## src/sv/dehed_pkg.sv

```systemverilog
`timescale 1ns / 1ps
// ----------------------------------------------------------------------------
// dehed_pkg
// Shared types and constants of the digital-input edge/hold event detector.
// ----------------------------------------------------------------------------
package dehed_pkg;

    // Number of monitored input ports (1 to 8)
    localparam int NUM_PORTS   = 8;
    localparam int PORT_IDX_W  = (NUM_PORTS > 1) ? $clog2(NUM_PORTS) : 1;

    // Field widths
    localparam int PORT_W      = 3;
    localparam int TIME_W      = 32;
    localparam int HOLD_W      = 32;
    localparam int SLACK_W     = 20;
    localparam int MODES_W     = 16;
    localparam int CFG_DATA_W  = 64;
    localparam int CFG_ADDR_W  = 3;
    localparam int NUM_HOLD_REGS = 4;
    localparam int S_TDATA_W   = 40;
    localparam int M_TDATA_W   = 8;

    // Constants
    localparam logic [SLACK_W-1:0] SLACK_RESET = SLACK_W'(24000);
    localparam logic [HOLD_W-1:0]  HOLD_MIN_MS = HOLD_W'(40);
    localparam logic [HOLD_W-1:0]  HOLD_MAX_MS = HOLD_W'(3600000);

    // Per-port detection mode
    typedef enum logic [1:0] {
        MODE_CLEAR = 2'd0,
        MODE_RISE  = 2'd1,
        MODE_FALL  = 2'd2,
        MODE_ANY   = 2'd3
    } port_mode_t;

    // Configuration register indexes
    typedef enum logic [CFG_ADDR_W-1:0] {
        CFG_PORT_MODES = 3'd0,
        CFG_HOLD_01    = 3'd1,
        CFG_HOLD_23    = 3'd2,
        CFG_HOLD_45    = 3'd3,
        CFG_HOLD_67    = 3'd4,
        CFG_SLACK      = 3'd5
    } cfg_index_t;

    // Per-port state word held in the state RAM
    typedef struct packed {
        logic [TIME_W-1:0] arm_time;
        logic              timing_active;
        logic              last_level;
    } port_state_t;

    localparam int STATE_W = $bits(port_state_t);

endpackage

```

## src/sv/dehed_ram.sv

```systemverilog
`timescale 1ns / 1ps
// ----------------------------------------------------------------------------
// dehed_ram
// Generic single-write, single-read synchronous RAM with registered read.
// ----------------------------------------------------------------------------
module dehed_ram #(
    parameter int WIDTH = 8,
    parameter int DEPTH = 8
) (
    input  logic                                    clk,
    input  logic                                    wr_en,
    input  logic [((DEPTH > 1) ? $clog2(DEPTH) : 1)-1:0] wr_addr,
    input  logic [WIDTH-1:0]                        wr_data,
    input  logic                                    rd_en,
    input  logic [((DEPTH > 1) ? $clog2(DEPTH) : 1)-1:0] rd_addr,
    output logic [WIDTH-1:0]                        rd_data
);

    logic [WIDTH-1:0] mem [DEPTH];
    logic [WIDTH-1:0] rd_data_reg;

    // Write port
    always_ff @(posedge clk)
    begin
        if (wr_en)
        begin
            mem[wr_addr] <= wr_data;
        end
    end

    // Registered read port (old data on a same-address write)
    always_ff @(posedge clk)
    begin
        if (rd_en)
        begin
            rd_data_reg <= mem[rd_addr];
        end
    end

    assign rd_data = rd_data_reg;

endmodule

```

## src/sv/din_edge_hold_event_detector.sv

```systemverilog
`timescale 1ns / 1ps
// ----------------------------------------------------------------------------
// din_edge_hold_event_detector
// Per-port edge detector with hold-time qualification on polled samples.
// ----------------------------------------------------------------------------
//  Channel   Direction  Handshake           Contents
//  s_*       in         tvalid/tready       one sample request: port, level, time
//  m_*       out        tvalid/tready       one result per sample: port, fired
//  cfg_*     in         cfg_wen             register writes, no read-back
//
//  One sample a cycle unless m_tready stalls; state RAM read on the accept edge,
//  then compare/update; write-back and result register load as stage 1 advances.
//  The next request may hit the same port: the write-back is forwarded.
//  Reset clears port state valid bits, modes, hold times and sets slack.
//  A stall on m_tready holds the pipeline; s_tready falls only when the
//  compare stage is full and the output register cannot drain.
// ----------------------------------------------------------------------------
module din_edge_hold_event_detector (
    input  logic                              clk,
    input  logic                              rst_n,
    // Sample stream: [2:0] port, [3] level, [35:4] time_us, [39:36] zero
    input  logic                              s_tvalid,
    output logic                              s_tready,
    input  logic [dehed_pkg::S_TDATA_W-1:0]   s_tdata,
    // Result stream: [2:0] event_port, [3] event_fired, [7:4] zero
    output logic                              m_tvalid,
    input  logic                              m_tready,
    output logic [dehed_pkg::M_TDATA_W-1:0]   m_tdata,
    // Configuration write port
    input  logic                              cfg_wen,
    input  logic [dehed_pkg::CFG_ADDR_W-1:0]  cfg_addr,
    input  logic [dehed_pkg::CFG_DATA_W-1:0]  cfg_wdata
);

    import dehed_pkg::*;

    // Configuration registers
    logic [MODES_W-1:0]    port_modes_reg;
    logic [CFG_DATA_W-1:0] hold_reg [NUM_HOLD_REGS];
    logic [SLACK_W-1:0]    slack_reg;

    // Input fields
    logic [PORT_W-1:0] in_port;
    logic              in_level;
    logic [TIME_W-1:0] in_time;

    // Stage 0 decode
    port_mode_t        in_mode;
    logic [HOLD_W-1:0] in_hold;
    logic              in_hold_zero;
    logic              in_ignore;
    logic              in_match;
    logic              in_opposite;
    logic [TIME_W-1:0] in_need;
    logic              accept;

    // Compare stage registers
    logic              s1_vld_reg, s1_vld_next;
    logic [PORT_W-1:0] s1_port_reg;
    logic              s1_level_reg;
    logic [TIME_W-1:0] s1_time_reg;
    logic              s1_hold_zero_reg;
    logic              s1_ignore_reg;
    logic              s1_match_reg;
    logic              s1_opposite_reg;
    logic [TIME_W-1:0] s1_need_reg;

    // State memory and forwarding
    logic [NUM_PORTS-1:0]  valid_reg, valid_next;
    logic                  fwd_hit_reg;
    port_state_t           fwd_data_reg;
    port_state_t           ram_rdata;
    port_state_t           cur;
    port_state_t           upd;
    logic                  wr_en;
    logic [PORT_IDX_W-1:0] wr_addr;
    logic [PORT_IDX_W-1:0] rd_addr;
    logic [PORT_IDX_W-1:0] s1_idx;

    // Update logic
    logic                  changed;
    logic                  fired;
    logic [TIME_W-1:0]     elapsed;
    logic [TIME_W:0]       elapsed_slack;
    logic                  due;
    logic                  adv;

    // Output register
    logic                  m_tvalid_reg, m_tvalid_next;
    logic [PORT_W-1:0]     m_port_reg;
    logic                  m_fired_reg;

    assign in_port  = s_tdata[PORT_W-1:0];
    assign in_level = s_tdata[PORT_W];
    assign in_time  = s_tdata[PORT_W+1 +: TIME_W];

    // ------------------------------------------------------------------
    // Configuration writes
    always_ff @(posedge clk or negedge rst_n)
    begin
        if (!rst_n)
        begin
            port_modes_reg <= '0;
            for (int i = 0; i < NUM_HOLD_REGS; i++)
            begin
                hold_reg[i] <= '0;
            end
            slack_reg <= SLACK_RESET;
        end
        else if (cfg_wen)
        begin
            unique case (cfg_index_t'(cfg_addr))
                CFG_PORT_MODES: port_modes_reg <= cfg_wdata[MODES_W-1:0];
                CFG_HOLD_01:    hold_reg[0]    <= cfg_wdata;
                CFG_HOLD_23:    hold_reg[1]    <= cfg_wdata;
                CFG_HOLD_45:    hold_reg[2]    <= cfg_wdata;
                CFG_HOLD_67:    hold_reg[3]    <= cfg_wdata;
                CFG_SLACK:      slack_reg      <= cfg_wdata[SLACK_W-1:0];
                default:        ;
            endcase
        end
    end

    // ------------------------------------------------------------------
    // Stage 0: mode and hold lookup, hold time scaled to microseconds
    always_comb
    begin
        in_mode = port_mode_t'(port_modes_reg[{in_port, 1'b0} +: 2]);
        in_hold = in_port[0] ? hold_reg[in_port[2:1]][CFG_DATA_W-1:HOLD_W]
                             : hold_reg[in_port[2:1]][HOLD_W-1:0];
        in_hold_zero = (in_hold == '0);
        in_ignore = ({1'b0, in_port} >= (PORT_W+1)'(NUM_PORTS))
                 || (in_mode == MODE_CLEAR)
                 || (!in_hold_zero && ((in_hold < HOLD_MIN_MS) || (in_hold > HOLD_MAX_MS)));
        in_match = (in_mode == MODE_ANY)
                || ((in_mode == MODE_RISE) && in_level)
                || ((in_mode == MODE_FALL) && !in_level);
        in_opposite = ((in_mode == MODE_RISE) && !in_level)
                   || ((in_mode == MODE_FALL) && in_level);
        // x1000 = x1024 - x16 - x8; fits 32 bits for any valid hold time
        in_need = (in_hold << 10) - (in_hold << 4) - (in_hold << 3);
    end

    // ------------------------------------------------------------------
    // Handshake and stage advance
    assign adv      = !m_tvalid_reg || m_tready;
    assign s_tready = !s1_vld_reg || adv;
    assign accept   = s_tvalid && s_tready;
    assign rd_addr  = in_port[PORT_IDX_W-1:0];

    always_comb
    begin
        if (accept)
        begin
            s1_vld_next = 1'b1;
        end
        else if (adv)
        begin
            s1_vld_next = 1'b0;
        end
        else
        begin
            s1_vld_next = s1_vld_reg;
        end
    end

    always_ff @(posedge clk or negedge rst_n)
    begin
        if (!rst_n)
        begin
            s1_vld_reg  <= 1'b0;
            fwd_hit_reg <= 1'b0;
        end
        else
        begin
            s1_vld_reg <= s1_vld_next;
            if (accept)
            begin
                fwd_hit_reg <= wr_en && (wr_addr == rd_addr);
            end
        end
    end

    always_ff @(posedge clk)
    begin
        if (accept)
        begin
            s1_port_reg      <= in_port;
            s1_level_reg     <= in_level;
            s1_time_reg      <= in_time;
            s1_hold_zero_reg <= in_hold_zero;
            s1_ignore_reg    <= in_ignore;
            s1_match_reg     <= in_match;
            s1_opposite_reg  <= in_opposite;
            s1_need_reg      <= in_need;
        end
        if (wr_en)
        begin
            fwd_data_reg <= upd;
        end
    end

    // ------------------------------------------------------------------
    // Per-port state RAM
    dehed_ram #(
        .WIDTH (STATE_W),
        .DEPTH (NUM_PORTS)
    ) u_state_ram (
        .clk     (clk),
        .wr_en   (wr_en),
        .wr_addr (wr_addr),
        .wr_data (upd),
        .rd_en   (accept),
        .rd_addr (rd_addr),
        .rd_data (ram_rdata)
    );

    // ------------------------------------------------------------------
    // Stage 1: current state with forwarding, compare and update
    assign s1_idx = s1_port_reg[PORT_IDX_W-1:0];

    always_comb
    begin
        if (fwd_hit_reg)
        begin
            cur = fwd_data_reg;
        end
        else if (valid_reg[s1_idx])
        begin
            cur = ram_rdata;
        end
        else
        begin
            cur = ram_rdata;
            cur.timing_active = 1'b0;
            cur.last_level    = 1'b0;
        end
    end

    assign changed       = (s1_level_reg != cur.last_level);
    assign elapsed       = s1_time_reg - cur.arm_time;
    assign elapsed_slack = {1'b0, elapsed} + (TIME_W+1)'(slack_reg);
    assign due           = (elapsed_slack >= {1'b0, s1_need_reg});

    always_comb
    begin
        upd   = cur;
        fired = 1'b0;
        if (s1_hold_zero_reg)
        begin
            fired          = changed && s1_match_reg;
            upd.last_level = s1_level_reg;
        end
        else if (changed)
        begin
            if (s1_match_reg)
            begin
                upd.arm_time      = s1_time_reg;
                upd.timing_active = 1'b1;
            end
            else if (s1_opposite_reg)
            begin
                upd.timing_active = 1'b0;
            end
            upd.last_level = s1_level_reg;
        end
        else if (cur.timing_active && due)
        begin
            fired             = 1'b1;
            upd.timing_active = 1'b0;
        end
        if (s1_ignore_reg)
        begin
            fired = 1'b0;
        end
    end

    assign wr_en   = s1_vld_reg && adv && !s1_ignore_reg;
    assign wr_addr = s1_idx;

    // Valid bits: an unwritten entry reads as idle and low
    always_comb
    begin
        valid_next = valid_reg;
        if (wr_en)
        begin
            valid_next[wr_addr] = 1'b1;
        end
    end

    always_ff @(posedge clk or negedge rst_n)
    begin
        if (!rst_n)
        begin
            valid_reg <= '0;
        end
        else
        begin
            valid_reg <= valid_next;
        end
    end

    // ------------------------------------------------------------------
    // Output register
    assign m_tvalid_next = adv ? s1_vld_reg : m_tvalid_reg;

    always_ff @(posedge clk or negedge rst_n)
    begin
        if (!rst_n)
        begin
            m_tvalid_reg <= 1'b0;
        end
        else
        begin
            m_tvalid_reg <= m_tvalid_next;
        end
    end

    always_ff @(posedge clk)
    begin
        if (adv && s1_vld_reg)
        begin
            m_port_reg  <= s1_port_reg;
            m_fired_reg <= fired;
        end
    end

    assign m_tvalid = m_tvalid_reg;
    assign m_tdata  = {{(M_TDATA_W-PORT_W-1){1'b0}}, m_fired_reg, m_port_reg};

    // ------------------------------------------------------------------
    // Assertions
    a_wr_only_on_advance: assert property (@(posedge clk) disable iff (!rst_n)
        wr_en |-> (s1_vld_reg && adv))
        else $error("state write without a leaving request");

    a_fwd_needs_request: assert property (@(posedge clk) disable iff (!rst_n)
        fwd_hit_reg && !s1_vld_reg |-> !$past(accept))
        else $error("forward hit recorded for an empty compare stage");

    a_ignored_no_fire: assert property (@(posedge clk) disable iff (!rst_n)
        s1_vld_reg && s1_ignore_reg |-> !fired && !wr_en)
        else $error("ignored sample fired or changed state");

    a_valid_after_write: assert property (@(posedge clk) disable iff (!rst_n)
        wr_en |=> valid_reg[$past(wr_addr)])
        else $error("valid bit not set after state write");

    a_timing_starts_on_change: assert property (@(posedge clk) disable iff (!rst_n)
        wr_en && upd.timing_active && !cur.timing_active |-> changed && !s1_hold_zero_reg)
        else $error("timing started without a matching change");

endmodule
```

## config.mk

```make
export PLATFORM = sky130hd
export DESIGN_NAME = din_edge_hold_event_detector
export DESIGN_NICKNAME = d
export VERILOG_FILES = /design/src/sv/dehed_pkg.sv /design/src/sv/dehed_ram.sv /design/src/sv/din_edge_hold_event_detector.sv
export SDC_FILE = /design/constraint.sdc
export NUM_CORES = 1
export LEC_CHECK = 0
export ABC_AREA = 1
export BUFFER_PORTS_ARGS = -buffer_cell sky130_fd_sc_hd__buf_2
export CAP_MARGIN = 20
export CORE_UTILIZATION = 45
export CTS_BUF_LIST = sky130_fd_sc_hd__clkbuf_4 sky130_fd_sc_hd__clkbuf_8 sky130_fd_sc_hd__clkbuf_16
export DETAILED_ROUTE_END_ITERATION = 6
export PLACE_DENSITY_LB_ADDON = 0.15
export SYNTH_ARGS = -nofsm -noshare
export SYNTH_HDL_FRONTEND = slang
export SYNTH_SLANG_ARGS = --single-unit
```

## constraint.sdc

```tcl
create_clock -name clk -period 15.35 [get_ports clk]
set_input_delay 0.7675 -clock clk [delete_from_list [all_inputs] [get_ports clk]]
set_output_delay 0.7675 -clock clk [all_outputs]
set_load 0.03 [all_outputs]
```

==> results.md <==
- Max FO, Critical Path: 35
- Clock Tree Buf Depth: 3
- Initial cell density of the core: a little under half
- Layout Cells excl Fill: 5005
- Buffers on Ports: ~110
- Syn_area_per_cell: 9.40 µm²
- CTS tree: done
- Hold slack: around 0.25 ns
- Syn Inst Count: 3847
- CP arrival: 7.60 ns
- Clock Root Buffer: clkbuf_16
- Max stage delay on crit path: 0.61 ns
- Critical path origin: fwd_hit_reg$_DFFE_PN0P_
- Terminus of the critical flop-to-flop path: u_state_ram.mem[5][1]$_DFFE_PP_
- Clock Sinks: 716
- Post-synthesis sequential area ratio: 55.3%
- Postcts setup bufs: 0
- Final Max Slew Viols: 0
- Post-synthesis instance area: between 30000 and 40000 µm²
- Levels on crit path: 33
- Metal1 wirelength: about 47000 µm
- Post-route ant nets: 0
- Dominant synthesized flop cell: edfxtp_1
- Htree depth: 3
- Antenna violations before repair: 0
- Hold/Removal Path Class: primary input to async pin
- DRT Pass-1 Iters: 5
- Largest register FFs: between 200 and 300
- PwrDens: 146 nW/µm²
- Hold-fix buffers, CTS: 0
- DRC: 0
- Max stage delay cell, worst path: buf_4
- Critical path type: flop to flop
- Filler cells: 7465
- Clock skew: 0.0294 ns
- Max-cap viol count: 0
- CP endpoint kind: flop
- Global-route wire length before repair: roughly 150000 µm
- GR Util All Layers: 23.4%
- Die Wd: 285 µm
- Total gr overflow: 0
- Final RePlAce weighted congestion: 0.938
- Outcome: finished, final reports clean
- Fin nets: 4185
- Max Freq: roughly 140 MHz
- Asr flop ratio synth: 42.3%
- R2r worst-path depth: 33
- Final TNS setup: 0 ns
- Worst EP required: 15.65 ns
- Placed Cells incl. Taps: 4858
- Fin crit share: 47.5%
- I/O Pins: 122
- Most used cell, CP: nand2_1
- Worst-Margin Slew: 1.05 ns
- Met2 WL: 42100 µm
- Wire length on met3: between 5000 and 6000 µm
- Final core utilization: 50.9%
- Post-synth cell types: slightly above 60
- CP delay by family, top: simple AND/OR/NAND/NOR gates
- Leak: 17.1 nW
- Layout cells sized above 1: 9.61%
- CTS clk-pin slew, worst paths: ~0.060 ns
- Die Area: 81500 µm²
- Via density: around 5.3
- Yosys reg bits: roughly 700
- Reg-to-reg setup timing slack: 8.06 ns
- Num CTS Buffers: 80
- HPWL after DPL: 59700 µm
- Post-CTS Resized: 0
- Core box area: 79300 µm²
- R2r startpoint: fwd_hit_reg$_DFFE_PN0P_
- Synth Warn #: 0
- Slew headroom: a little under 30%
- Synthesis-to-layout area growth: 11.5%
- DR top layer: met4
- Crit path buf inv count: 6
- Routed len/inst: 19.0 µm
- FF/Latch Area: around 20000 µm²
- Drt total wl: 95300 µm
- Power, Total: approximately 5.9 mW
- Critical path capture point: u_state_ram.mem[5][1]$_DFFE_PP_
- DR iter-0 viols: around 2500
- Minimum clock period: approximately 7.3 ns
- Final setup fails: 0
- Final hold violation count: 0
- Total number of vias: 26700
- Worst-Skew Late Latency: between 0.6 and 0.7 ns
- Largest net degree at the start of global routing: 176
- N_diodes: 0
- Multi-input gate area: 14300 µm²
- Die Height: around 290 µm
- RSZ-0062 raised after global routing: false
- Worst Setup Start Kind: flop
- VDD IR max: 81.3 µV
- # rows: 103
- EDFF count, synth: slightly above 400
- Number of global-route vias before repair: 25300
-- worst register-to-register path: cells and delay by family (launching register included) --
kind	cells	cell delay [ns]
xor+xnor	1	0.16
buf+inv	6	1.37
simple gates	17	2.65
flops	1	0.38
fa+ha+maj	3	1.12
compound gates	6	1.27
-- final cells by class --
type	instances	share of cell area (%)
clock buffer	107	5.67
tap	1050	3.26
timing repair buffer	144	2.07
inverter	336	3.17
sequential	716	49.6
multi-input combinational	2613	35.4
clock inverter	39	0.863
-- cells in the final DEF, fill, tap and decap left out, types with 5 or more instances in the layout --
master       n
o21bai_1     6
fa_1        23
nand3_1     56
nand2_1    680
nor2_2      14
a21oi_1    125
buf_2      110
ha_1       159
o221ai_1    10
o21ai_1     35
xnor2_1     33
o21ai_0    610
nand4_1     19
xor2_1      45
inv_2        5
nor2_1     498
mux2i_1     29
clkinv_2     9
edfxtp_1   413
nor2_4      13
nand2_2     26
inv_1      326
clkbuf_8     7
dfrtp_1    295
dfstp_2      7
clkinv_1    15
nor3_1      16
o22ai_1     91
clkbuf_4    19
nor4_1       8
buf_4       29
a31oi_1     48
nand3_2      5
clkbuf_16   82
-- power breakdown --
group / internal, mW / leakage (nW) / switching (mW)
Combinational: 0.555 / 8.22 / 1.01
Clock: 1.12 / 1.31 / 0.794
Sequential: 2.31 / 7.55 / 0.103
Total: 3.99 / 17.1 / 1.91
-- through the flow --
stage               cell area [µm²]  setup slack, ns
floorplan                     36200             8.71
global placement              37700             8.17
detailed placement            37700             8.17
CTS                           40300             8.13
global route                  40300             7.51
finish                        40300             8.06
-- synth_stat cells (14+ instances only) --
library cell,n,share of area [%]
nand4_1,19,0.33
buf_1,17,0.18
dfrtp_1,296,20
nor2_1,505,5.2
xor2_1,45,1.1
a31oi_1,48,0.83
ha_1,159,5.5
clkbuf_1,131,1.4
nand3_1,58,0.80
nand2_1,682,7.1
edfxtp_1,413,34
fa_1,23,1.3
inv_1,327,3.4
nand2_2,26,0.45
nor2_2,14,0.24
o22ai_1,91,1.6
buf_2,29,0.40
nor3_1,16,0.22
a21oi_1,125,1.7
o21ai_1,35,0.48
mux2i_1,29,0.80
o21ai_0,610,8.4
xnor2_1,33,0.80
-- layer usage --
metal | GRT usage [%] | up-vias
met5 | 0 | -
met4 | 5.05 | 0
met3 | 3.03 | 87
met2 | 35.7 | 613
met1 | 35.5 | 12900
li1 | - | 13100
-- cell families after synthesis --
| group | count (synthesis) | synth area share (%) |
|---|---|---|
| simple gates | 1361 | 15.4 |
| compound gates | 958 | 14.2 |
| flops | 716 | 55.3 |
| buf+inv | 521 | 5.60 |
| fa+ha+maj | 182 | 6.78 |
| xor+xnor | 79 | 1.93 |
| mux | 29 | 0.803 |
| other cells | 1 | 0.0104 |
-- worst min path at each step --
| stage | start | end | slack (ns) | cells after the start |
|---|---|---|---|---|
| 2_1_floorplan | s1_idx[1]$_DFFE_PP_ | m_port_reg[1]$_DFFE_PP_ | 0.42 | 0 |
| 3_3_place_gp | valid_reg[3]$_DFFE_PN0P_ | valid_reg[3]$_DFFE_PN0P_ | 0.44 | 2 |
| 3_5_place_dp | valid_reg[3]$_DFFE_PN0P_ | valid_reg[3]$_DFFE_PN0P_ | 0.45 | 2 |
| 4_1_cts | s_tdata[27] | s1_time_reg[23]$_DFFE_PP_ | 0.27 | 1 |
| 5_1_grt | s_tdata[26] | s1_time_reg[22]$_DFFE_PP_ | 0.29 | 1 |
| 6_report | rst_n | hold_reg[221]$_DFFE_PN0P_ | 0.25 | 1 |
Power figures use the tool's default switching activity.
